==> src/rtl/core/stereo_biquad_cascade_core_assert.svh <==
// Assertion macros shared by the core.
`ifndef STEREO_BIQUAD_CASCADE_CORE_ASSERT_SVH
`define STEREO_BIQUAD_CASCADE_CORE_ASSERT_SVH

`define SBC_ASSERT_IMP(label, pre, post, msg) \
  label: assert property (@(posedge clk) disable iff (rst) (pre) |-> (post)) else $error(msg);

`define SBC_ASSERT_NXT(label, pre, post, msg) \
  label: assert property (@(posedge clk) disable iff (rst) (pre) |=> (post)) else $error(msg);

`endif

==> src/rtl/core/sbc_pkg.sv <==
package sbc_pkg;

  localparam int MAX_SECTIONS  = 8;
  localparam int COEFS_PER_SEC = 5;
  localparam int COEF_DEPTH    = MAX_SECTIONS * COEFS_PER_SEC;
  localparam int COEF_AW       = $clog2(COEF_DEPTH);
  localparam int HIST_DEPTH    = 4 * MAX_SECTIONS;
  localparam int HIST_AW       = $clog2(HIST_DEPTH);
  localparam int CNT_W         = $clog2(MAX_SECTIONS + 1);

  localparam logic [1:0] OP_FILTER = 2'd0;
  localparam logic [1:0] OP_COEF   = 2'd1;
  localparam logic [1:0] OP_CLEAR  = 2'd2;

  localparam logic [2:0] SLOT_B0 = 3'd0;
  localparam logic [2:0] SLOT_A2 = 3'd4;

  localparam logic [2:0] STEP_NONE = 3'd0;
  localparam logic [2:0] STEP_B0   = 3'd1;
  localparam logic [2:0] STEP_B1   = 3'd2;
  localparam logic [2:0] STEP_B2   = 3'd3;
  localparam logic [2:0] STEP_A1   = 3'd4;
  localparam logic [2:0] STEP_A2   = 3'd5;
  localparam logic [2:0] STEP_WB   = 3'd6;

  localparam logic [2:0] REG_SECTION_COUNT = 3'd0;

  typedef struct packed {
    logic [1:0]         opcode;
    logic signed [23:0] left_in;
    logic signed [23:0] right_in;
    logic [2:0]         coef_section;
    logic [2:0]         coef_slot;
    logic signed [31:0] coef_value;
  } req_t;

  typedef struct packed {
    logic signed [23:0] left_out;
    logic signed [23:0] right_out;
  } res_t;

  typedef struct packed {
    logic [2:0] step;
    logic       load_x;
    logic       adv_x;
  } dp_ctrl_t;

endpackage

==> src/rtl/core/sbc_datapath.sv <==
module sbc_datapath import sbc_pkg::*; (
  input  logic               clk,
  input  dp_ctrl_t           ctrl,
  input  logic signed [31:0] coef,
  input  logic signed [47:0] hist,
  input  logic signed [31:0] x_init,
  output logic signed [47:0] z1_new,
  output logic signed [47:0] z2_new,
  output logic signed [23:0] y_out24
);

  logic signed [31:0] x;
  logic signed [31:0] y;
  logic signed [63:0] prod;
  logic signed [47:0] h0;
  logic signed [47:0] h1;
  logic signed [53:0] za;
  logic signed [53:0] zb;

  logic signed [31:0] opb;
  logic signed [63:0] mul;
  logic signed [51:0] prod_q;
  logic signed [53:0] acc;
  logic signed [37:0] acc_q;
  logic signed [32:0] rnd;
  logic signed [31:0] rnd_q;

  function automatic logic signed [31:0] sat32(input logic signed [37:0] v);
    if (v[37:31] != {7{v[31]}}) begin
      return v[37] ? 32'sh8000_0000 : 32'sh7fff_ffff;
    end
    return v[31:0];
  endfunction

  function automatic logic signed [47:0] sat48(input logic signed [53:0] v);
    if (v[53:47] != {7{v[47]}}) begin
      return v[53] ? {1'b1, 47'd0} : {1'b0, {47{1'b1}}};
    end
    return v[47:0];
  endfunction

  function automatic logic signed [23:0] sat24(input logic signed [31:0] v);
    if (v[31:23] != {9{v[23]}}) begin
      return v[31] ? 24'sh80_0000 : 24'sh7f_ffff;
    end
    return v[23:0];
  endfunction

  assign opb    = (ctrl.step == STEP_A1 || ctrl.step == STEP_A2) ? y : x;
  assign mul    = coef * opb;
  assign prod_q = prod[63:12];
  assign acc    = 54'(prod_q) + 54'(h0) + 54'sd32768;
  assign acc_q  = acc[53:16];
  assign rnd    = 33'(y) + 33'sd1;
  assign rnd_q  = rnd[32:1];

  assign z1_new  = sat48(za);
  assign z2_new  = sat48(zb);
  assign y_out24 = sat24(rnd_q);

  always_ff @(posedge clk) begin
    if (ctrl.load_x) begin
      x <= x_init;
    end else if (ctrl.adv_x) begin
      x <= y;
    end
    case (ctrl.step)
      STEP_B0: begin
        prod <= mul;
        h0   <= hist;
      end
      STEP_B1: begin
        y    <= sat32(acc_q);
        prod <= mul;
        h1   <= hist;
      end
      STEP_B2: begin
        za   <= 54'(prod_q) + 54'(h1);
        prod <= mul;
      end
      STEP_A1: begin
        zb   <= 54'(prod_q);
        prod <= mul;
      end
      STEP_A2: begin
        za   <= za - 54'(prod_q);
        prod <= mul;
      end
      STEP_WB: begin
        zb <= zb - 54'(prod_q);
      end
      default: begin
      end
    endcase
  end

endmodule

==> config.mk <==
export PLATFORM = sky130hd
export DESIGN_NAME = sbc_datapath
export DESIGN_NICKNAME = d
export VERILOG_FILES = /design/src/rtl/core/stereo_biquad_cascade_core_assert.svh /design/src/rtl/core/sbc_pkg.sv /design/src/rtl/core/sbc_datapath.sv
export SDC_FILE = /design/constraint.sdc
export NUM_CORES = 2
export LEC_CHECK = 0
export BUFFER_PORTS_ARGS = -buffer_cell sky130_fd_sc_hd__buf_2
export CORE_ASPECT_RATIO = 0.5
export CORE_MARGIN = 2
export CORE_UTILIZATION = 55
export DETAILED_ROUTE_END_ITERATION = 10
export PLACE_DENSITY_LB_ADDON = 0.1
export SETUP_SLACK_MARGIN = 0.02
export SKIP_LAST_GASP = 1
export SLEW_MARGIN = 25
export SYNTH_ARGS = -nofsm -noshare
export SYNTH_HDL_FRONTEND = slang
export SYNTH_SLANG_ARGS = --single-unit
==> constraint.sdc <==
create_clock -name clk -period 19.9 [get_ports clk]
set_input_delay 3.98 -clock clk [delete_from_list [all_inputs] [get_ports clk]]
set_output_delay 3.98 -clock clk [all_outputs]
set_load 0.01 [all_outputs]
* After elaboration in Yosys (flattened, before gate mapping)
Cells that the tools add are included.
** Word-level totals
- Logic and storage cells :: 51
- Register bits after elaboration :: 332
- Output and inout bits :: 120
** Cells by class
- $mul :: 1
- Multiplexer cells :: 22
- Add/subtract/negate cells :: 6
- Reduce and logical (&&, ||, !) cells :: 5
- Eq/ne operators :: 10
** Operators by type and width (count)
- $mux W48 :: 6
- $pmux W54 S2 :: 2
- $mux W32 :: 6
- $sub A54 B52 Y54 :: 2
- $add A52 B48 Y53 :: 2
- $mux W24 :: 3
- $mul A32 B32 Y64 :: 1
- $add A53 B17 Y54 const B :: 1
- $add A32 B2 Y33 const B :: 1
- $ne A6 B6 Y1 :: 3
- $eq A3 B3 Y1 const B :: 3
- $ne A8 B8 Y1 :: 1
- $eq A3 B2 Y1 const B :: 2
- $reduce_bool A2 Y1 :: 3
- $mux W1 :: 5
- $reduce_or A5 Y1 :: 1
- $eq A3 B1 Y1 const B :: 1
- $logic_or A1 B1 Y1 :: 1

* Logic depth before layout (Yosys ltp)
- Depth in word-level cells :: 6
- Depth in mapped cells :: 32
- Depth with buffers taken out :: 29

* Least setup slack after synthesis
No wires, ideal clock.
- Path kind :: input port to flip-flop
- Start point :: input port ctrl[4] in the netlist's numbering
- End point :: register prod[61], data pin
- Arrival :: 12396 ps
- Setup slack :: 7246 ps
- Stages :: 29
- Library setup time :: 258 ps
- Cells stage by stage :: nor2b_1 -> buf_6 -> clkbuf_1 -> mux2_2 -> clkbuf_1 -> nand2_1 -> inv_1 -> fa_1 -> fa_1 -> fa_1 -> fa_1 -> inv_1 -> fa_1 -> inv_1 -> fa_1 -> fa_1 -> inv_1 -> fa_1 -> inv_1 -> ha_1 -> a21o_1 -> a21o_1 -> a21o_1 -> a21oi_1 -> o21ai_1 -> a21o_1 -> or4b_1 -> a31oi_1 -> xnor2_1
** On the way
- Cells in the longest elaborated chain, start to end :: 4
- Elaborated cells between the ends (all ways) :: 5
** Ends and longest elaborated chain
- from (decl) :: RTL line sbc_datapath.sv:3 : input dp_ctrl_t ctrl,
- $eq A3 B3 Y1 :: RTL line sbc_datapath.sv:49 : assign opb = (ctrl.step == STEP_A1 || ctrl.step == STEP_A2) ? y : x;
- $logic_or A1 B1 Y1 (*) :: RTL line sbc_datapath.sv:49
- $mux W32 (*) :: RTL line sbc_datapath.sv:49
- $mul A32 B32 Y64 (*) :: RTL line sbc_datapath.sv:50 : assign mul = coef * opb;
- named net mul[61] :: RTL line sbc_datapath.sv:21 : logic signed [63:0] mul;
- to (signal assigned) :: RTL line sbc_datapath.sv:69 : prod <= mul;
- to (signal assigned) :: RTL line sbc_datapath.sv:74 : prod <= mul;
- to (signal assigned) :: RTL line sbc_datapath.sv:79 : prod <= mul;
- to (decl) :: RTL line sbc_datapath.sv:14 : logic signed [63:0] prod;
Mark *: on every way through the listed nets, which the timed path passes. The rest lies on a longest branch.
A chain may end at the register's enable or synchronous reset.

* Worst setup path in the final report
- Start point :: input port ctrl[4] in the netlist's numbering
- End point :: register prod[47], data pin
The elaborated chain is that of the path after synthesis.

==> results.toml <==
[route]
drt-initial-drc-count = 4265
dr.pass1.iters = 6
drc_errors = 0
antenna_left = 0
vias = 46121
avgViaCountPerCell = 5.93
wirelength_mm = 192
avgRoutedWirePerCell_um = 24.7

[synth]
ys_ff_latch = 320
synthAdderAreaFrac_pct = 45.1
synth_top_area_share_pct = 35.9
netlist_area_mm2 = 0.0604
synth_xor_area_share_pct = 3.64
synthCells = 6273
synth_ff_type = "edfxtp_1"
syn_avg_cell_area_um2 = 9.63
synthArstFlopShare_pct = 0
synth.largest_area_cell = "fa_1"
seq_area_frac_synth_pct = 15.9
synthSimpleGateAreaFrac_pct = 14.3
synthMuxAreaShare_pct = 1.37
synth_top_family_by_area = "adder cells"
yosysWarnings = 0
yosys-top-cells-area = "fa_1, edfxtp_1, ha_1, inv_1, nand2_1"
synth_compound_area_share_pct = 11.1
synth_nets = 7916
synth_cell_type_count = 97
synth-edff-count = 320

[cells_and_area]
layout.cells.non_filler = 7783
areaGrowthSynthToFinish_pct = 6.46
drive_gt1_share_pct = 7.98
final_nets = 7954
nFillCells = 9493

[clocking]
htreeDepth = 2
cts.path.max_buffers = 3
post_cts_buffers = 0
cts-root-buf = "clkbuf_16"
cts_tree = "yes"
cts_made_buffers = 40
clk_pin_slew_ns = 0.06
hold_buffers = 0
clk_latency_ns = 0.59
post_cts_resized = 0
cts.sinks = 320

[placed_design]
port_buffers = 237
dp.cells = 7703
place.gp.congestion = 0.941
hpwl_mm = 145

[job]
max_cap_violations = 0

[worst_setup_path]
path_class = "input port to flop"
start_kind = "input port"
path_common_cell = "fa_1"
slowest_delay_ns = 0.62
critPathCaptureType = "flop"
worstPathMaxFanout = 36
cp_slowest_cell = "fa_1"
arrival_ns = 13.49
critical_path_required_ns = 20.19

[timing]
period_share_pct = 66.4
whs_ns = 0.658
worstMarginPinSlew_ns = 1.17
fmax_mhz = 75.7
slew_viol_final = 0
final.min_clock_period_ns = 13.21
hold_viol = 0
rsz0062_at_grt = "no"
setup_tns_ns = 0
skew_ns = 0.0168
relSlewSlack_pct = 22.1
setup_violations = 0

[grt]
grt_pass1_wl_mm = 293
top_usage_layer = "met2"
grt_pass1_vias = 47951
grt_usage_pct = 34.6
grt_max_degree = 81
grt-ovfl-total = 0
use_met3_pct = 8.83
antenna_found_initial = 19
met2_usage_pct = 51.5
gr-usage-met1_pct = 51.3

[worst_hold_path]
min_path_type = "flop to flop"

[die]
ioPinCount = 238
start_util_pct = 55.8
die_area_mm2 = 0.113
die_w_um = 473
die_h_um = 238
core_mm2 = 0.108
num_rows = 85

[status]
outcome = "finished clean"
-- worst max-delay path, delay by kind of cell --
kind	cells	cell delay [ns]
buffers and inverters	5	1.49
and+or+nand+nor	3	0.42
adders and majority gates	9	4.54
AOI/OAI and AO/OA	8	1.98
xor gates and xnor gates	1	0.60
muxes	1	0.35
-- metal layers --
metal | wire length (µm) | up-vias | part of all wire, %
met4 | 4100 | 2 | 2.1
li1 | - | 20118 | -
met3 | 22300 | 270 | 12
met1 | 84000 | 23351 | 44
met5 | 19 | - | 0.0099
met2 | 81600 | 2380 | 43
-- placed cells by master, fill, tap and decap left out, drive strengths merged, types with 58 or more instances in the layout --
cell type | netlist | final
nor2b | 257 | 257
nand2b | 58 | 58
nand3 | 61 | 61
fa | 1084 | 1084
and2 | 287 | 287
inv | 1081 | 1084
a21o | 254 | 254
xnor2 | 154 | 154
a21oi | 274 | 274
o21ai | 201 | 201
edfxtp | 320 | 320
buf | 21 | 291
ha | 441 | 441
nor2 | 184 | 184
xor2 | 97 | 97
nand2 | 677 | 677
-- metrics by stage --
stage	instance area, µm²	setup WS, ns	utilization (%)
after global placement	62800	6.39	58.0
after detailed placement	62800	6.30	58.0
final	64300	6.69	59.4
after global routing	64300	6.30	59.4
after floorplan	60400	7.25	-
after CTS	64300	6.91	59.4
-- worst paths after layout --
check	cells after the start	slack (ns)	startpoint	end
max	27	6.69	ctrl[4]	prod[47]
min	2	0.66	prod[27]	zb[15]
max reg2reg	24	10.67	y[15]	prod[47]
min reg2reg	2	0.66	prod[27]	zb[15]
-- area by class of cell --
cell class / count / area (µm²) / share of cell area, %
antenna: 6 / 15.0 / 0.0233
sequential: 320 / 9610 / 14.9
tap: 1435 / 1800 / 2.79
timing repair buffer: 291 / 1640 / 2.54
multi-input combinational: 4577 / 45800 / 71.2
clock buffer: 45 / 1040 / 1.62
inverter: 1081 / 4060 / 6.31
clock inverter: 28 / 373 / 0.580
-- cell families (layout without fill, tap and decap cells) --
kind of cell	after synthesis	count (layout)
AND/OR/NAND/NOR	1727	1727
adder cells (fa/ha/maj)	1525	1525
buffers and inverters	1376	1445
AO/OA/AOI/OAI	998	998
flip-flops	320	320
XOR/XNOR	251	251
multiplexers	76	76
other	0	6
-- flip-flops by register name (all words and copies together) (netlist names) --
register and cells:
h0 48, h1 48, prod 52, x 32, y 32, za 54
zb 54
-- synth_stat cells, drive strengths merged, types with 26 or more instances --
cell    instances
a21o          254
a21oi         274
a31oi          26
and2          287
and3           33
clkbuf        274
edfxtp        320
fa           1084
ha            441
inv          1081
mux2           53
nand2         677
nand2b         58
nand3          61
nand4          40
nor2          184
nor2b         257
nor3           45
o21a           28
o21ai         201
o21bai         39
xnor2         154
xor2           97
Power is not shown: default switching activity piles up to over one toggle a cycle in this logic, so the estimate is an artifact.
