`src/rtl/core/stereo_biquad_cascade_core_assert.svh`:
```
// Assertion macros shared by the core.
`ifndef STEREO_BIQUAD_CASCADE_CORE_ASSERT_SVH
`define STEREO_BIQUAD_CASCADE_CORE_ASSERT_SVH

`define SBC_ASSERT_IMP(label, pre, post, msg) \
  label: assert property (@(posedge clk) disable iff (rst) (pre) |-> (post)) else $error(msg);

`define SBC_ASSERT_NXT(label, pre, post, msg) \
  label: assert property (@(posedge clk) disable iff (rst) (pre) |=> (post)) else $error(msg);

`endif

```
`src/rtl/core/sbc_ram.sv`:
```
module sbc_ram #(
  parameter int WIDTH = 32,
  parameter int DEPTH = 32
) (
  input  logic                     clk,
  input  logic                     we,
  input  logic [$clog2(DEPTH)-1:0] waddr,
  input  logic [WIDTH-1:0]         wdata,
  input  logic [$clog2(DEPTH)-1:0] raddr,
  output logic [WIDTH-1:0]         rdata
);

  logic [WIDTH-1:0] mem [DEPTH];

  always_ff @(posedge clk) begin
    if (we) begin
      mem[waddr] <= wdata;
    end
    rdata <= mem[raddr];
  end

endmodule

```
`config.mk`:
```
export PLATFORM = sky130hd
export DESIGN_NAME = sbc_ram
export DESIGN_NICKNAME = d
export VERILOG_FILES = /design/src/rtl/core/stereo_biquad_cascade_core_assert.svh /design/src/rtl/core/sbc_ram.sv
export SDC_FILE = /design/constraint.sdc
export NUM_CORES = 1
export LEC_CHECK = 0
export BUFFER_PORTS_ARGS = -buffer_cell sky130_fd_sc_hd__buf_2
export CAP_MARGIN = 20
export CORE_UTILIZATION = 36
export CTS_CLUSTER_SIZE = 16
export DETAILED_ROUTE_END_ITERATION = 8
export PLACE_DENSITY = 0.5
export SLEW_MARGIN = 20
export SYNTH_ARGS = -nofsm -noshare
export SYNTH_HDL_FRONTEND = slang
export SYNTH_SLANG_ARGS = --single-unit
```
`constraint.sdc`:
```
create_clock -name clk -period 3.26 [get_ports clk]
set_input_delay 0.163 -clock clk [delete_from_list [all_inputs] [get_ports clk]]
set_output_delay 0.163 -clock clk [all_outputs]
set_load 0.01 [all_outputs]
```
# Word-level counts from Yosys, hierarchy flattened
# Memory sizes are Yosys's and may differ from the RTL's. A register that Yosys moved wholly into a read port is not among the register bits.
# Cells that the tools add are included.
[classes]
muxes = 2
[op_table]
columns = ["operator", "n"]
rows = [
  ["$mux W1", 2],
]
[word_totals]
reg_bits = 0
inputBits = 44
ram_bits = 1024
output_inout_bits = 32
n_memories = 1
wordCells = 3
[mem_list]
columns = ["memory", "depth", "word_bits", "rd", "rd_ports_with_merged_regs", "write_ports", "line", "source"]
rows = [
  ["mem", 32, 32, 1, 1, 1, "sbc_ram.sv:13", "logic [WIDTH-1:0] mem [DEPTH];"],
]

# Logic depth before layout (Yosys ltp)
# Gate-level depths: netlist of run 1.
[depth]
word_depth = 2
ltp_mapped = 8
mapped_depth_nobuf = 5

# Least setup slack after synthesis of run 1
# OpenSTA, ideal clock, no wires.
[synth_path]
path_type = "input port to flip-flop"
startpoint = "input port waddr[1]"
endpoint = "memory mem[12][0], enable pin"
required_time_ns = 2.839
t_arrival_ns = 2.176
setup_ns = 0.421
slack_ns = 0.663
stages = 3
n_path_buf = 1
path_cell_list = "or3b_2 clkbuf_1 nor2_1"
[synth_lines]
columns = ["element", "line", "source"]
rows = [
  ["start, declared", "sbc_ram.sv:7", "input logic [$clog2(DEPTH)-1:0] waddr,"],
  ["end, declared", "sbc_ram.sv:13", ""],
]
# Straight into the memory's write port.

==> impl_results.html, run 1 <==
<table>
<tr><th>Metric</th><th>Value</th></tr>
<tr><th colspan="2">Setup path</th></tr>
<tr><td>Worst Path Buf+Inv</td><td>2</td></tr>
<tr><td>Worst Path Arrival</td><td>around 2.4 ns</td></tr>
<tr><td>Crit path cell chain</td><td>buf_8 &gt; buf_12 &gt; mux2i_1 &gt; a22o_1 &gt; nor3_1 &gt; a31oi_1 &gt; nand3_1</td></tr>
<tr><td>Reg2Reg Launch Point</td><td>mem[5][25]</td></tr>
<tr><td>Family of cells with the greatest summed delay on the critical path</td><td>buffers and inverters</td></tr>
<tr><td>Largest fanout on the critical path</td><td>75</td></tr>
<tr><td>Logic depth of the worst setup path including buffers</td><td>7</td></tr>
<tr><td>Startpoint of the worst setup timing path</td><td>raddr[0]</td></tr>
<tr><td>Type of the worst setup path</td><td>input pin to register</td></tr>
<tr><td>Critical path required time</td><td>around 3.9 ns</td></tr>
<tr><td>CP endpoint kind</td><td>register</td></tr>
<tr><td>Internal reg-to-reg setup slack</td><td>approximately 1.7 ns</td></tr>
<tr><td>Biggest cell delay along the critical path</td><td>0.51 ns</td></tr>
<tr><td>Cell count of the worst reg-to-reg path</td><td>5</td></tr>
<tr><td>End of the worst register-to-register path</td><td>rdata[25]</td></tr>
<tr><td>Cell with the largest stage delay on the worst path</td><td>buf_12</td></tr>
<tr><td>Critical Path Source Type</td><td>input pin</td></tr>
<tr><th colspan="2">Clock network</th></tr>
<tr><td>Num CTS Buffers</td><td>~110</td></tr>
<tr><td>Post-CTS Setup Inserts</td><td>0</td></tr>
<tr><td>Clock-pin slew of the registers on the worst-case setup and hold paths</td><td>about 0.060 ns</td></tr>
<tr><td>Clock insertion delay at the later pin of the skew report</td><td>roughly 0.69 ns</td></tr>
<tr><td>H-Tree Level Count</td><td>3</td></tr>
<tr><td># clock sinks</td><td>1,056</td></tr>
<tr><td>CTS root buffer</td><td>clkbuf_16</td></tr>
<tr><td>Hold buffers post-CTS</td><td>7</td></tr>
<tr><td>Gates resized, CTS repair</td><td>0</td></tr>
<tr><td>CTS tree</td><td>yes</td></tr>
<tr><td>Deepest clock path buffer count</td><td>3</td></tr>
<tr><th colspan="2">Final layout</th></tr>
<tr><td>Util after Layout</td><td>0.422</td></tr>
<tr><td>Count of fill cells added during filler insertion</td><td>roughly 10,000</td></tr>
<tr><td>Fraction of layout cells with a size suffix above 1</td><td>0.149</td></tr>
<tr><td>Final net count</td><td>2,470</td></tr>
<tr><td>Number of inserted diodes</td><td>0</td></tr>
<tr><td>Layout overhead on the synthesized area</td><td>15.7%</td></tr>
<tr><th colspan="2">Timing</th></tr>
<tr><td>Post-Route Setup TNS</td><td>0 ns</td></tr>
<tr><td>Number of max-slew violations in the final report</td><td>0</td></tr>
<tr><td>Hold Vio Cnt, Final</td><td>0</td></tr>
<tr><td>Slew at the pin closest to its max-slew limit</td><td>around 1.1 ns</td></tr>
<tr><td>RSZ-0062 raised after global routing</td><td>false</td></tr>
<tr><td>Maximum clock frequency</td><td>roughly 570 MHz</td></tr>
<tr><td>Post-Route Skew</td><td>0.0233 ns</td></tr>
<tr><td>Crit path time final</td><td>approximately 1.8 ns</td></tr>
<tr><td>Final Setup Violations</td><td>0</td></tr>
<tr><td>Share of the cycle needed by the critical path after routing</td><td>0.539</td></tr>
<tr><td>Relative slew slack</td><td>0.273</td></tr>
<tr><td>Slack of the critical path</td><td>about 1.5 ns</td></tr>
<tr><th colspan="2">Place</th></tr>
<tr><td>Detailed placer's ending HPWL</td><td>61,100 microns</td></tr>
<tr><td>IO Port Bufs</td><td>75</td></tr>
<tr><td>Global placer's final weighted congestion</td><td>0.779</td></tr>
<tr><td>Post-Place Setup Slack</td><td>between 0.7 and 0.8 ns</td></tr>
<tr><th colspan="2">Drt</th></tr>
<tr><td>DRC viols</td><td>0</td></tr>
<tr><td>Antenna viol nets, final</td><td>0</td></tr>
<tr><td>Wire length reported by the detailed router</td><td>107,000 microns</td></tr>
<tr><td>Initial DRC Count</td><td>1,471</td></tr>
<tr><td>Vias after detailed routing</td><td>20,857</td></tr>
<tr><td>Initial DRT Pass Iterations</td><td>5</td></tr>
<tr><td>Vias per std cell</td><td>between 5 and 6</td></tr>
<tr><td>Average wire per standard cell</td><td>26.6 microns</td></tr>
<tr><th colspan="2">Floorplan</th></tr>
<tr><td>Horizontal die dimension</td><td>around 340 microns</td></tr>
<tr><td>Effective utilization at floorplan</td><td>0.364</td></tr>
<tr><td>Die H</td><td>about 340 microns</td></tr>
<tr><td>Die footprint</td><td>114,000 sq um</td></tr>
<tr><td>Core footprint</td><td>roughly 110,000 sq um</td></tr>
<tr><td>I/O pin count</td><td>76</td></tr>
<tr><td>Floorplan row count</td><td>about 120</td></tr>
<tr><th colspan="2">Synthesis</th></tr>
<tr><td>Post-synth EDFFs</td><td>1,024</td></tr>
<tr><td>Net Count, Synth</td><td>between 2,000 and 2,500</td></tr>
<tr><td>Sequential fraction of the synthesis area</td><td>0.775</td></tr>
<tr><td>Post-synth top cells</td><td>1,024 x edfxtp_1, 512 x mux2i_1, 98 x nand2_1, 98 x nand3_1</td></tr>
<tr><td>Area share of the largest cell type after synthesis</td><td>0.760</td></tr>
<tr><td>Share of synthesized registers carrying an async set or reset</td><td>0</td></tr>
<tr><td>Number of instances in the synthesized netlist</td><td>roughly 2,300</td></tr>
<tr><td>Synth warnings</td><td>0</td></tr>
<tr><td>Mapped cell area</td><td>between 40,000 and 50,000 sq um</td></tr>
<tr><td>Mean post-synth cell area</td><td>17.9 sq um</td></tr>
<tr><td>Cell types with the largest area share after synthesis</td><td>edfxtp_1 76%, mux2i_1 13%, a22oi_1 1.8%</td></tr>
<tr><td>Number of library cell types mapped by synthesis</td><td>25</td></tr>
<tr><td>Most common cell in the netlist</td><td>edfxtp_1</td></tr>
<tr><td>Flop and latch count out of synthesis</td><td>1,056</td></tr>
<tr><td>Top_reg_cell synth</td><td>edfxtp_1</td></tr>
<tr><td>Cell accounting for the most synthesized area</td><td>edfxtp_1</td></tr>
<tr><th colspan="2">Power</th></tr>
<tr><td>Sw power</td><td>between 6 and 7 mW</td></tr>
<tr><td>Clock power frac</td><td>0.423</td></tr>
<tr><td>Power per cell area</td><td>between 600 and 700 nW/um^2</td></tr>
<tr><td>Worst IR Drop VDD</td><td>approximately 0.38 mV</td></tr>
<tr><td>LEAKAGE</td><td>between 15 and 20 nW</td></tr>
<tr><td>Sequential cell fraction of total power</td><td>0.525</td></tr>
<tr><td>Int Pwr</td><td>22.7 mW</td></tr>
<tr><td>Combinational cell fraction of total power</td><td>0.052</td></tr>
<tr><td>Switching Share</td><td>0.214</td></tr>
<tr><th colspan="2">GRT</th></tr>
<tr><td>Wire length of the first global-routing pass</td><td>153,000 microns</td></tr>
<tr><td>Aggregate global-route resource usage</td><td>0.188</td></tr>
<tr><td>Vias in the first global route</td><td>between 20,000 and 25,000</td></tr>
<tr><td>Largest net degree at the start of global routing</td><td>76</td></tr>
<tr><td>Initial antenna violation count</td><td>4</td></tr>
<tr><td>Congestion Overflow GR</td><td>0</td></tr>
<tr><th colspan="2">Hold path</th></tr>
<tr><td>End of the worst hold path</td><td>mem[14][19]</td></tr>
<tr><td>Hold Crit Start</td><td>wdata[19]</td></tr>
<tr><td>Hold-critical path depth</td><td>1</td></tr>
<tr><td>Type of the worst min-delay path</td><td>input pin to register</td></tr>
<tr><th colspan="2">Status</th></tr>
<tr><td>Status</td><td>finished clean</td></tr>
<tr><th colspan="2">Job</th></tr>
<tr><td>Maximum Capacitance Violations</td><td>0</td></tr>
</table>
## cells in the final DEF (no fill, tap or decap), drive strengths merged, types with 34 or more instances in the layout
cell	synthesis	final
a21oi	96	96
a22o	64	64
a22oi	96	96
buf	79	175
clkbuf	48	137
clkinv	0	46
edfxtp	1024	1024
mux2i	512	512
nand2	98	98
nand3	98	98
nor2	34	34
## registers in the layout, summed over array words and instances (netlist names)
signal,flops
mem,1024
rdata,32
## layer usage
layer | vias up | track usage | share of wire
met5 | - | 0 | 0.00035
met1 | 10875 | 0.249 | 0.43
li1 | 9335 | - | -
met4 | 6 | 0.0579 | 0.026
met3 | 163 | 0.0302 | 0.049
met2 | 478 | 0.316 | 0.49
## final cells by class
| class | count | area [sq um] | area share |
|---|---|---|---|
| clock buffer | 137 | 2940 | 0.0626 |
| clock inverter | 68 | 596 | 0.0127 |
| multi-input combinational | 1077 | 8610 | 0.184 |
| sequential | 1056 | 31400 | 0.670 |
| tap | 1488 | 1860 | 0.0397 |
| timing repair buffer | 182 | 1470 | 0.0313 |
## worst max-delay path by stage
stage | slack, ns | end
4_1_cts | 1.49 | rdata[18]
5_1_grt | 1.42 | rdata[18]
3_3_place_gp | 0.77 | rdata[18]
2_1_floorplan | 0.66 | mem[12][0]
3_5_place_dp | 0.76 | rdata[18]
6_report | 1.50 | rdata[18]
## metrics by stage
stage / instances / area, sq um / power [mW] / hold WS [ns]
after global routing: 4008 / 46900 / 29.8 / 0.0438
after global placement: 3796 / 43300 / 17.0 / 0.563
after floorplan: 2260 / 40500 / 16.2 / 0.262
after detailed placement: 3796 / 43300 / 17.0 / 0.561
after CTS: 4008 / 46900 / 29.3 / 0.00650
final: 4008 / 46900 / 28.9 / 0.0403
## power groups by stage
stage          clock network (mW)  registers (mW)  logic [mW]
2_1_floorplan                   0            15.5       0.780
3_3_place_gp                    0            15.5        1.51
3_5_place_dp                    0            15.5        1.53
4_1_cts                      12.5            15.2        1.54
5_1_grt                      13.0            15.2        1.62
6_report                     12.2            15.2        1.51
## logic make-up (layout without fill, tap and decap cells)
logic type | count (synthesis) | in the layout | synth area share
flops | 1056 | 1056 | 0.775
mux | 512 | 512 | 0.127
compound gates | 288 | 288 | 0.0485
buf+inv | 127 | 387 | 0.0186
simple gates | 277 | 277 | 0.0310
Power figures use the tool's default switching activity.
==> run 2: changes to the inputs <==
==> constraint.sdc (replaced) <==
create_clock -name clk -period 1.8 [get_ports clk]
set_input_delay 0.09 -clock clk [delete_from_list [all_inputs] [get_ports clk]]
set_output_delay 0.09 -clock clk [all_outputs]
set_load 0.01 [all_outputs]
==> run 2 against run 1 <==
- hold slack improved by 0.076 ns
- setup slack got worse by 1.3 ns
- clock power rose by 84%
- clock skew fell by 0.0035 ns
- highest routed layer is now met4
==> impl_results.html, run 2 (same netlist as run 1, synthesis figures left out) <==
<table>
<tr><th>Metric</th><th>Value</th></tr>
<tr><th colspan="2">Power</th></tr>
<tr><td>Power per cell area</td><td>1080 nW/um^2 (was 617 nW/um^2)</td></tr>
<tr><td>Clock power frac</td><td>0.424 (was 0.423)</td></tr>
<tr><td>Int Pwr</td><td>41.4 mW (was 22.7 mW)</td></tr>
<tr><td>LEAKAGE</td><td>17.1 nW (was 16.2 nW)</td></tr>
<tr><td>Sequential cell fraction of total power</td><td>0.519 (was 0.525)</td></tr>
<tr><td>Worst IR Drop VDD</td><td>0.789 mV (was 0.377 mV)</td></tr>
<tr><td>Sw power</td><td>11.5 mW (was 6.21 mW)</td></tr>
<tr><td>Switching Share</td><td>0.217 (was 0.214)</td></tr>
<tr><td>Combinational cell fraction of total power</td><td>0.057 (was 0.052)</td></tr>
<tr><th colspan="2">Floorplan</th></tr>
<tr><td>Horizontal die dimension</td><td>337 microns (unchanged)</td></tr>
<tr><td>Effective utilization at floorplan</td><td>0.364 (unchanged)</td></tr>
<tr><td>Core footprint</td><td>111,000 sq um (unchanged)</td></tr>
<tr><td>Die footprint</td><td>114,000 sq um (unchanged)</td></tr>
<tr><td>I/O pin count</td><td>76 (unchanged)</td></tr>
<tr><td>Die H</td><td>337 microns (unchanged)</td></tr>
<tr><td>Floorplan row count</td><td>122 (unchanged)</td></tr>
<tr><th colspan="2">Final layout</th></tr>
<tr><td>Most common library cell in the layout ignoring fill and taps</td><td>edfxtp_1 (unchanged)</td></tr>
<tr><td>Layout overhead on the synthesized area</td><td>20.6% (was 15.7%)</td></tr>
<tr><td>Largest Register</td><td>mem (unchanged)</td></tr>
<tr><td>Non-Filler Instances</td><td>4,133 (was 4,008)</td></tr>
<tr><td>Registers with the most flip-flops</td><td>mem (1024), rdata (32) (unchanged)</td></tr>
<tr><td>Cell area after layout</td><td>48,800 sq um (was 46,900 sq um)</td></tr>
<tr><td>Fraction of layout cells with a size suffix above 1</td><td>0.181 (was 0.149)</td></tr>
<tr><td>Flip-flop count of the largest register after layout</td><td>1,024 (unchanged)</td></tr>
<tr><td>Most used cells in the layout excluding fill and tap cells</td><td>1,024 x edfxtp_1, 512 x mux2i_1, 110 x clkbuf_16, 103 x buf_4 (was 1,024 x edfxtp_1, 512 x mux2i_1, 111 x clkbuf_16, 98 x nand3_1, 97 x nand2_1)</td></tr>
<tr><td>Count of fill cells added during filler insertion</td><td>9,776 (was 9,910)</td></tr>
<tr><td>Final net count</td><td>2,594 (was 2,470)</td></tr>
<tr><th colspan="2">Timing</th></tr>
<tr><td>Post-Route Skew</td><td>0.0198 ns (was 0.0233 ns)</td></tr>
<tr><td>Relative slew slack</td><td>0.545 (was 0.273)</td></tr>
<tr><td>RSZ-0062 raised after global routing</td><td>false (unchanged)</td></tr>
<tr><td>Slew at the pin closest to its max-slew limit</td><td>0.683 ns (was 1.09 ns)</td></tr>
<tr><td>Maximum clock frequency</td><td>622 MHz</td></tr>
<tr><td>Post-Route Setup TNS</td><td>0 ns (unchanged)</td></tr>
<tr><td>Crit path time final</td><td>1.61 ns</td></tr>
<tr><td>Hold Vio Cnt, Final</td><td>0 (unchanged)</td></tr>
<tr><td>Share of the cycle needed by the critical path after routing</td><td>0.892</td></tr>
<tr><td>Number of max-slew violations in the final report</td><td>0 (unchanged)</td></tr>
<tr><td>Final Setup Violations</td><td>0 (unchanged)</td></tr>
<tr><th colspan="2">Drt</th></tr>
<tr><td>Initial DRC Count</td><td>1,697 (was 1,471)</td></tr>
<tr><td>Wire length reported by the detailed router</td><td>109,000 microns (was 107,000 microns)</td></tr>
<tr><td>Antenna viol nets, final</td><td>0 (unchanged)</td></tr>
<tr><td>Average wire per standard cell</td><td>26.3 microns (was 26.6 microns)</td></tr>
<tr><td>DRC viols</td><td>0 (unchanged)</td></tr>
<tr><td>Initial DRT Pass Iterations</td><td>5 (unchanged)</td></tr>
<tr><td>Vias per std cell</td><td>5.19 (was 5.20)</td></tr>
<tr><td>Vias after detailed routing</td><td>21,453 (was 20,857)</td></tr>
<tr><th colspan="2">Place</th></tr>
<tr><td>IO Port Bufs</td><td>75 (unchanged)</td></tr>
<tr><td>Global placer's final weighted congestion</td><td>0.781 (was 0.779)</td></tr>
<tr><td>Detailed placer's ending HPWL</td><td>64,500 microns (was 61,100 microns)</td></tr>
<tr><td>Post-Place Cells</td><td>3,894 (was 3,796)</td></tr>
<tr><td>Post-placement cell area</td><td>44,900 sq um (was 43,300 sq um)</td></tr>
<tr><th colspan="2">Clock network</th></tr>
<tr><td>CTS root buffer</td><td>clkbuf_16 (unchanged)</td></tr>
<tr><td>Clock insertion delay at the later pin of the skew report</td><td>0.69 ns (about the same)</td></tr>
<tr><td>Clock-pin slew of the registers on the worst-case setup and hold paths</td><td>0.06 ns (about the same)</td></tr>
<tr><td>CTS tree</td><td>yes (unchanged)</td></tr>
<tr><td># clock sinks</td><td>1,056 (unchanged)</td></tr>
<tr><td>Num CTS Buffers</td><td>110 (was 109)</td></tr>
<tr><td>H-Tree Level Count</td><td>3 (unchanged)</td></tr>
<tr><td>Deepest clock path buffer count</td><td>3 (unchanged)</td></tr>
<tr><th colspan="2">GRT</th></tr>
<tr><td>Initial antenna violation count</td><td>3 (was 4)</td></tr>
<tr><td>Congestion Overflow GR</td><td>0 (unchanged)</td></tr>
<tr><td>Vias in the first global route</td><td>21,930 (was 21,403)</td></tr>
<tr><td>Aggregate global-route resource usage</td><td>0.191 (was 0.188)</td></tr>
<tr><td>Wire length of the first global-routing pass</td><td>155,000 microns (was 153,000 microns)</td></tr>
<tr><td>Largest net degree at the start of global routing</td><td>52 (was 76)</td></tr>
<tr><th colspan="2">Hold path</th></tr>
<tr><td>Type of the worst min-delay path</td><td>input pin to register (unchanged)</td></tr>
<tr><th colspan="2">Setup path</th></tr>
<tr><td>Type of the worst setup path</td><td>register to register (was input pin to register)</td></tr>
<tr><td>Critical path required time</td><td>2.31 ns (was 3.87 ns)</td></tr>
<tr><td>Critical Path Source Type</td><td>register (was input pin)</td></tr>
<tr><td>Crit path cell chain</td><td>mux2i_1 &gt; a22o_1 &gt; nor3_1 &gt; buf_4 &gt; a31oi_1 &gt; nand3_1 (was buf_8 &gt; buf_12 &gt; mux2i_1 &gt; a22o_1 &gt; nor3_1 &gt; a31oi_1 &gt; nand3_1)</td></tr>
<tr><td>Cell with the largest stage delay on the worst path</td><td>edfxtp_1 (was buf_12)</td></tr>
<tr><td>CP endpoint kind</td><td>register (unchanged)</td></tr>
<tr><td>Largest fanout on the critical path</td><td>1 (was 75)</td></tr>
<tr><td>Worst Path Arrival</td><td>2.12 ns (was 2.37 ns)</td></tr>
<tr><td>Biggest cell delay along the critical path</td><td>0.35 ns (was 0.51 ns)</td></tr>
<tr><th colspan="2">Status</th></tr>
<tr><td>Status</td><td>finished clean (unchanged)</td></tr>
<tr><th colspan="2">Job</th></tr>
<tr><td>Maximum Capacitance Violations</td><td>0 (unchanged)</td></tr>
</table>
==> run 2: changes by cell type in the layout (fill, tap and decap cells not counted), moves of 3 or more <==
cell,delta
dlygate4sd3_1,+25
clkinv_4,+4
buf_12,+74
inv_6,-4
clkinv_2,+4
clkbuf_8,-3
clkinv_1,-3
buf_4,+24
==> run 2: power by group through the flow <==
stage / logic [mW] / registers (mW) / clock network (mW)
3_5_place_dp: 3.01 / 28.0 / 0
2_1_floorplan: 1.43 / 28.0 / 0
4_1_cts: 3.07 / 27.5 / 22.9
6_report: 3.04 / 27.5 / 22.4
3_3_place_gp: 2.98 / 28.0 / 0
5_1_grt: 3.25 / 27.5 / 23.7
==> run 2: timing repair <==
action | in CTS | in global routing
endpoints found under the hold margin | 1024 | 0
hold buffers | 32 | 0
resized for setup | 0 | 1
buffers inserted | 0 | 0
endpoints found under the setup margin | 0 | 1
==> run 2: final timing paths <==
path | start | endpoint | slack, ns | cells past startpoint
max | mem[1][15] | rdata[15] | 0.19 | 6
min | raddr[3] | rdata[28] | 0.12 | 6
max reg2reg | mem[1][15] | rdata[15] | 0.19 | 6
min reg2reg | mem[11][1] | rdata[1] | 0.59 | 4
==> run 2: stage by stage <==
step	power [mW]	hold slack [ns]	setup WS [ns]	util
detailed placement	31.0	0.499	-0.197	0.404
global route	54.5	0.158	0.0891	0.439
CTS	53.5	0.0704	0.154	0.439
floorplan	29.4	0.189	-0.520	-
finish	53.0	0.116	0.194	0.439
global placement	31.0	0.498	-0.195	0.404
==> run 2: worst max-delay path: cells and delay by family (launching register included) <==
family / cells / cell delay (ns)
muxes: 1 / 0.14
buffers and inverters: 1 / 0.15
and+or+nand+nor: 2 / 0.28
DFF: 1 / 0.35
AOI/OAI and AO/OA: 2 / 0.51
==> run 2: metal layers <==
layer  up-vias  global-route usage  wire length [microns]
met3       157              0.0259                   4210
met1     11264               0.262                  49500
met4         0              0.0581                   2840
li1       9587                   -                      -
met2       445               0.316                  52100
met5         -                   0                      0
==> run 2: cell type report <==
| type | count | area (sq um) | area share |
|---|---|---|---|
| antenna | 1 | 2.50 | 0.0000513 |
| timing repair buffer | 305 | 3380 | 0.0693 |
| clock inverter | 72 | 693 | 0.0142 |
| sequential | 1056 | 31400 | 0.643 |
| tap | 1488 | 1860 | 0.0381 |
| multi-input combinational | 1077 | 8610 | 0.176 |
| clock buffer | 134 | 2870 | 0.0588 |
==> run 3: changes to the inputs <==
--- a/config.mk
+++ b/config.mk
@@ -5,8 +5,9 @@
 export SDC_FILE = /design/constraint.sdc
 export NUM_CORES = 1
 export LEC_CHECK = 0
+export ABC_AREA = 1
 export BUFFER_PORTS_ARGS = -buffer_cell sky130_fd_sc_hd__buf_2
-export CAP_MARGIN = 20
+export CAP_MARGIN = 0
 export CORE_UTILIZATION = 36
 export CTS_CLUSTER_SIZE = 16
 export DETAILED_ROUTE_END_ITERATION = 8
==> run 3 against run 2 <==
- sequential power is essentially flat
- final area is 2.7% higher
- final cell count is 29% higher
- power is 3.0% higher
- critical endpoint is now rdata[31]
- maximum frequency increased by 5.4%
- first-iteration DRC count grew 48%
- critical path depth shrank 5
- synthesized cell count is 56% higher
- clock skew is 0.0046 ns higher
==> impl_results.html, run 3 <==
<table>
<tr><th>Metric</th><th>Value</th></tr>
<tr><th colspan="2">Synthesis</th></tr>
<tr><td>Mean post-synth cell area</td><td>12.0 sq um (was 17.9 sq um)</td></tr>
<tr><td>Cell accounting for the most synthesized area</td><td>edfxtp_1 (unchanged)</td></tr>
<tr><td>Area share of the largest cell type after synthesis</td><td>0.725 (was 0.760)</td></tr>
<tr><td>Most common cell in the netlist</td><td>nand2_1 (was edfxtp_1)</td></tr>
<tr><td>Mapped cell area</td><td>42,400 sq um (was 40,500 sq um)</td></tr>
<tr><td>Post-synth EDFFs</td><td>1,024 (unchanged)</td></tr>
<tr><td>Sequential fraction of the synthesis area</td><td>0.740 (was 0.775)</td></tr>
<tr><td>Number of instances in the synthesized netlist</td><td>3,536 (was 2,260)</td></tr>
<tr><td>Number of library cell types mapped by synthesis</td><td>14 (was 25)</td></tr>
<tr><td>Post-synth top cells</td><td>1,440 x nand2_1, 1,024 x edfxtp_1, 780 x nand3_1, 83 x buf_2, 66 x buf_6 (was 1,024 x edfxtp_1, 512 x mux2i_1, 98 x nand2_1, 98 x nand3_1)</td></tr>
<tr><td>Flop and latch count out of synthesis</td><td>1,056 (unchanged)</td></tr>
<tr><td>Synth warnings</td><td>0 (unchanged)</td></tr>
<tr><td>Net Count, Synth</td><td>3,580 (was 2,304)</td></tr>
<tr><td>Cell types with the largest area share after synthesis</td><td>edfxtp_1 73%, nand2_1 13%, nand3_1 9.2% (was edfxtp_1 76%, mux2i_1 13%, a22oi_1 1.8%)</td></tr>
<tr><td>Share of synthesized registers carrying an async set or reset</td><td>0 (unchanged)</td></tr>
<tr><td>Top_reg_cell synth</td><td>edfxtp_1 (unchanged)</td></tr>
<tr><th colspan="2">Clock network</th></tr>
<tr><td>Clock insertion delay at the later pin of the skew report</td><td>0.69 ns (about the same)</td></tr>
<tr><td>Deepest clock path buffer count</td><td>3 (unchanged)</td></tr>
<tr><td>Clock-pin slew of the registers on the worst-case setup and hold paths</td><td>0.07 ns (was 0.06 ns)</td></tr>
<tr><td>Num CTS Buffers</td><td>113 (was 110)</td></tr>
<tr><td>Hold buffers post-CTS</td><td>35 (was 32)</td></tr>
<tr><td>Gates resized, CTS repair</td><td>0 (unchanged)</td></tr>
<tr><td>CTS root buffer</td><td>clkbuf_16 (unchanged)</td></tr>
<tr><td>CTS tree</td><td>yes (unchanged)</td></tr>
<tr><td>Post-CTS Setup Inserts</td><td>0 (unchanged)</td></tr>
<tr><td>H-Tree Level Count</td><td>3 (unchanged)</td></tr>
<tr><td># clock sinks</td><td>1,056 (unchanged)</td></tr>
<tr><th colspan="2">Status</th></tr>
<tr><td>Status</td><td>finished clean (unchanged)</td></tr>
<tr><th colspan="2">Drt</th></tr>
<tr><td>Initial DRC Count</td><td>2,518 (was 1,697)</td></tr>
<tr><td>DRC viols</td><td>0 (unchanged)</td></tr>
<tr><td>Vias per std cell</td><td>5.04 (was 5.19)</td></tr>
<tr><td>Vias after detailed routing</td><td>26,873 (was 21,453)</td></tr>
<tr><td>Wire length reported by the detailed router</td><td>122,000 microns (was 109,000 microns)</td></tr>
<tr><td>Antenna viol nets, final</td><td>0 (unchanged)</td></tr>
<tr><td>Average wire per standard cell</td><td>22.8 microns (was 26.3 microns)</td></tr>
<tr><td>Initial DRT Pass Iterations</td><td>5 (unchanged)</td></tr>
<tr><th colspan="2">GRT</th></tr>
<tr><td>Aggregate global-route resource usage</td><td>0.203 (was 0.191)</td></tr>
<tr><td>Congestion Overflow GR</td><td>0 (unchanged)</td></tr>
<tr><td>Vias in the first global route</td><td>26,397 (was 21,930)</td></tr>
<tr><td>Largest net degree at the start of global routing</td><td>59 (was 52)</td></tr>
<tr><td>Wire length of the first global-routing pass</td><td>180,000 microns (was 155,000 microns)</td></tr>
<tr><td>Initial antenna violation count</td><td>3 (unchanged)</td></tr>
<tr><th colspan="2">Timing</th></tr>
<tr><td>RSZ-0062 raised after global routing</td><td>false (unchanged)</td></tr>
<tr><td>Share of the cycle needed by the critical path after routing</td><td>0.847 (was 0.892)</td></tr>
<tr><td>Final Setup Violations</td><td>0 (unchanged)</td></tr>
<tr><td>Post-Route Setup TNS</td><td>0 ns (unchanged)</td></tr>
<tr><td>Number of max-slew violations in the final report</td><td>0 (unchanged)</td></tr>
<tr><td>Crit path time final</td><td>1.52 ns (was 1.61 ns)</td></tr>
<tr><td>Post-Route Skew</td><td>0.0244 ns (was 0.0198 ns)</td></tr>
<tr><td>Hold Vio Cnt, Final</td><td>0 (unchanged)</td></tr>
<tr><td>Slack of the critical path</td><td>0.276 ns (was 0.194 ns)</td></tr>
<tr><td>Relative slew slack</td><td>0.582 (was 0.545)</td></tr>
<tr><td>Slew at the pin closest to its max-slew limit</td><td>0.627 ns (was 0.683 ns)</td></tr>
<tr><td>Maximum clock frequency</td><td>656 MHz (was 622 MHz)</td></tr>
<tr><th colspan="2">Place</th></tr>
<tr><td>Post-placement cell area</td><td>45,900 sq um (was 44,900 sq um)</td></tr>
<tr><td>Detailed placer's ending HPWL</td><td>66,000 microns (was 64,500 microns)</td></tr>
<tr><td>IO Port Bufs</td><td>75 (unchanged)</td></tr>
<tr><td>Global placer's final weighted congestion</td><td>0.768 (was 0.781)</td></tr>
<tr><td>Post-Place Setup Slack</td><td>0.237 ns (was -0.197 ns)</td></tr>
<tr><th colspan="2">Floorplan</th></tr>
<tr><td>Die H</td><td>345 microns (was 337 microns)</td></tr>
<tr><td>Core footprint</td><td>117,000 sq um (was 111,000 sq um)</td></tr>
<tr><td>Horizontal die dimension</td><td>345 microns (was 337 microns)</td></tr>
<tr><td>Effective utilization at floorplan</td><td>0.364 (about the same)</td></tr>
<tr><td>Die footprint</td><td>119,000 sq um (was 114,000 sq um)</td></tr>
<tr><td>Floorplan row count</td><td>125 (was 122)</td></tr>
<tr><td>I/O pin count</td><td>76 (unchanged)</td></tr>
<tr><th colspan="2">Setup path</th></tr>
<tr><td>Type of the worst setup path</td><td>register to output pin (was register to register)</td></tr>
<tr><td>Biggest cell delay along the critical path</td><td>0.54 ns (was 0.35 ns)</td></tr>
<tr><td>Largest fanout on the critical path</td><td>1 (unchanged)</td></tr>
<tr><td>Critical Path Source Type</td><td>register (unchanged)</td></tr>
<tr><td>Crit path cell chain</td><td>buf_2 (was mux2i_1 &gt; a22o_1 &gt; nor3_1 &gt; buf_4 &gt; a31oi_1 &gt; nand3_1)</td></tr>
<tr><td>Worst Path Arrival</td><td>1.43 ns (was 2.12 ns)</td></tr>
<tr><td>Critical path required time</td><td>1.71 ns (was 2.31 ns)</td></tr>
<tr><td>CP endpoint kind</td><td>output pin (was register)</td></tr>
<tr><td>Cell with the largest stage delay on the worst path</td><td>dfxtp_1 (was edfxtp_1)</td></tr>
<tr><td>Family of cells with the greatest summed delay on the critical path</td><td>flip-flops (was compound AO/OA/AOI/OAI gates)</td></tr>
<tr><td>Worst Path Buf+Inv</td><td>1 (unchanged)</td></tr>
<tr><th colspan="2">Hold path</th></tr>
<tr><td>Type of the worst min-delay path</td><td>input pin to register (unchanged)</td></tr>
<tr><th colspan="2">Power</th></tr>
<tr><td>Int Pwr</td><td>42.3 mW (was 41.4 mW)</td></tr>
<tr><td>Combinational cell fraction of total power</td><td>0.063 (was 0.057)</td></tr>
<tr><td>LEAKAGE</td><td>18.3 nW (was 17.1 nW)</td></tr>
<tr><td>Clock power frac</td><td>0.433 (was 0.424)</td></tr>
<tr><td>Total power</td><td>54.5 mW (was 53.0 mW)</td></tr>
<tr><td>Worst IR Drop VDD</td><td>0.819 mV (was 0.789 mV)</td></tr>
<tr><td>Switching Share</td><td>0.225 (was 0.217)</td></tr>
<tr><td>Sw power</td><td>12.2 mW (was 11.5 mW)</td></tr>
<tr><td>Power per cell area</td><td>1090 nW/um^2 (was 1080 nW/um^2)</td></tr>
<tr><td>Sequential cell fraction of total power</td><td>0.504 (was 0.519)</td></tr>
<tr><th colspan="2">Final layout</th></tr>
<tr><td>Count of fill cells added during filler insertion</td><td>10,820 (was 9,776)</td></tr>
<tr><td>Largest Register</td><td>mem (unchanged)</td></tr>
<tr><td>Most used cells in the layout excluding fill and tap cells</td><td>1,440 x nand2_1, 1,024 x edfxtp_1, 780 x nand3_1, 117 x clkbuf_16, 103 x buf_12 (was 1,024 x edfxtp_1, 512 x mux2i_1, 110 x clkbuf_16, 103 x buf_4)</td></tr>
<tr><td>Most common library cell in the layout ignoring fill and taps</td><td>nand2_1 (was edfxtp_1)</td></tr>
<tr><td>Flip-flop count of the largest register after layout</td><td>1,024 (unchanged)</td></tr>
<tr><td>Cell area after layout</td><td>50,100 sq um (was 48,800 sq um)</td></tr>
<tr><td>Layout overhead on the synthesized area</td><td>18.2% (was 20.6%)</td></tr>
<tr><td>Util after Layout</td><td>0.430 (was 0.439)</td></tr>
<tr><td>Registers with the most flip-flops</td><td>mem (1024), rdata (32) (unchanged)</td></tr>
<tr><td>Fraction of layout cells with a size suffix above 1</td><td>0.118 (was 0.181)</td></tr>
<tr><td>Final net count</td><td>3,749 (was 2,594)</td></tr>
<tr><th colspan="2">Job</th></tr>
<tr><td>Maximum Capacitance Violations</td><td>0 (unchanged)</td></tr>
</table>
[run 3: kinds of logic after synthesis]
logic type    count (synthesis)  synth area share
simple gates               2252             0.222
flops                      1056             0.740
buf+inv                     228            0.0374
[run 3: power by group through the flow]
stage	Clock [mW]	Combinational [mW]	Sequential, mW
after global routing	25.0	3.81	27.5
after CTS	24.1	3.49	27.5
after detailed placement	0	3.41	28.0
after floorplan	0	1.88	28.0
final	23.6	3.43	27.5
after global placement	0	3.40	28.0
[run 3: layout make-up]
type | count | area, sq um | area share
tap | 1524 | 1910 | 0.0381
sequential | 1056 | 31400 | 0.626
clock inverter | 56 | 599 | 0.0120
timing repair buffer | 272 | 3260 | 0.0650
clock buffer | 159 | 3220 | 0.0642
inverter | 10 | 68.8 | 0.00137
antenna | 1 | 2.50 | 0.0000499
multi-input combinational | 2252 | 9670 | 0.193
[run 3: worst paths after layout]
| path | from | end | slack, ns | cells past startpoint |
|---|---|---|---|---|
| min reg2reg | mem[10][2] | rdata[2] | 0.74 | 8 |
| max reg2reg | mem[28][19] | rdata[19] | 0.61 | 8 |
| min | raddr[0] | rdata[31] | 0.07 | 9 |
| max | rdata[31] | rdata[31] | 0.28 | 1 |
[run 3: per-layer routing]
| layer | wire length, microns | GRT usage | vias to the layer above |
|---|---|---|---|
| met1 | 53800 | 0.277 | 13333 |
| met2 | 58700 | 0.338 | 683 |
| met5 | 0 | 0 | - |
| met4 | 2900 | 0.0587 | 0 |
| li1 | - | - | 12697 |
| met3 | 6290 | 0.0282 | 160 |
[run 3: through the flow]
step / instances / hold slack, ns
2_1_floorplan: 3536 / 0.189
3_3_place_gp: 5079 / 0.489
3_5_place_dp: 5079 / 0.491
4_1_cts: 5329 / 0.0388
5_1_grt: 5330 / 0.135
6_report: 5330 / 0.0708
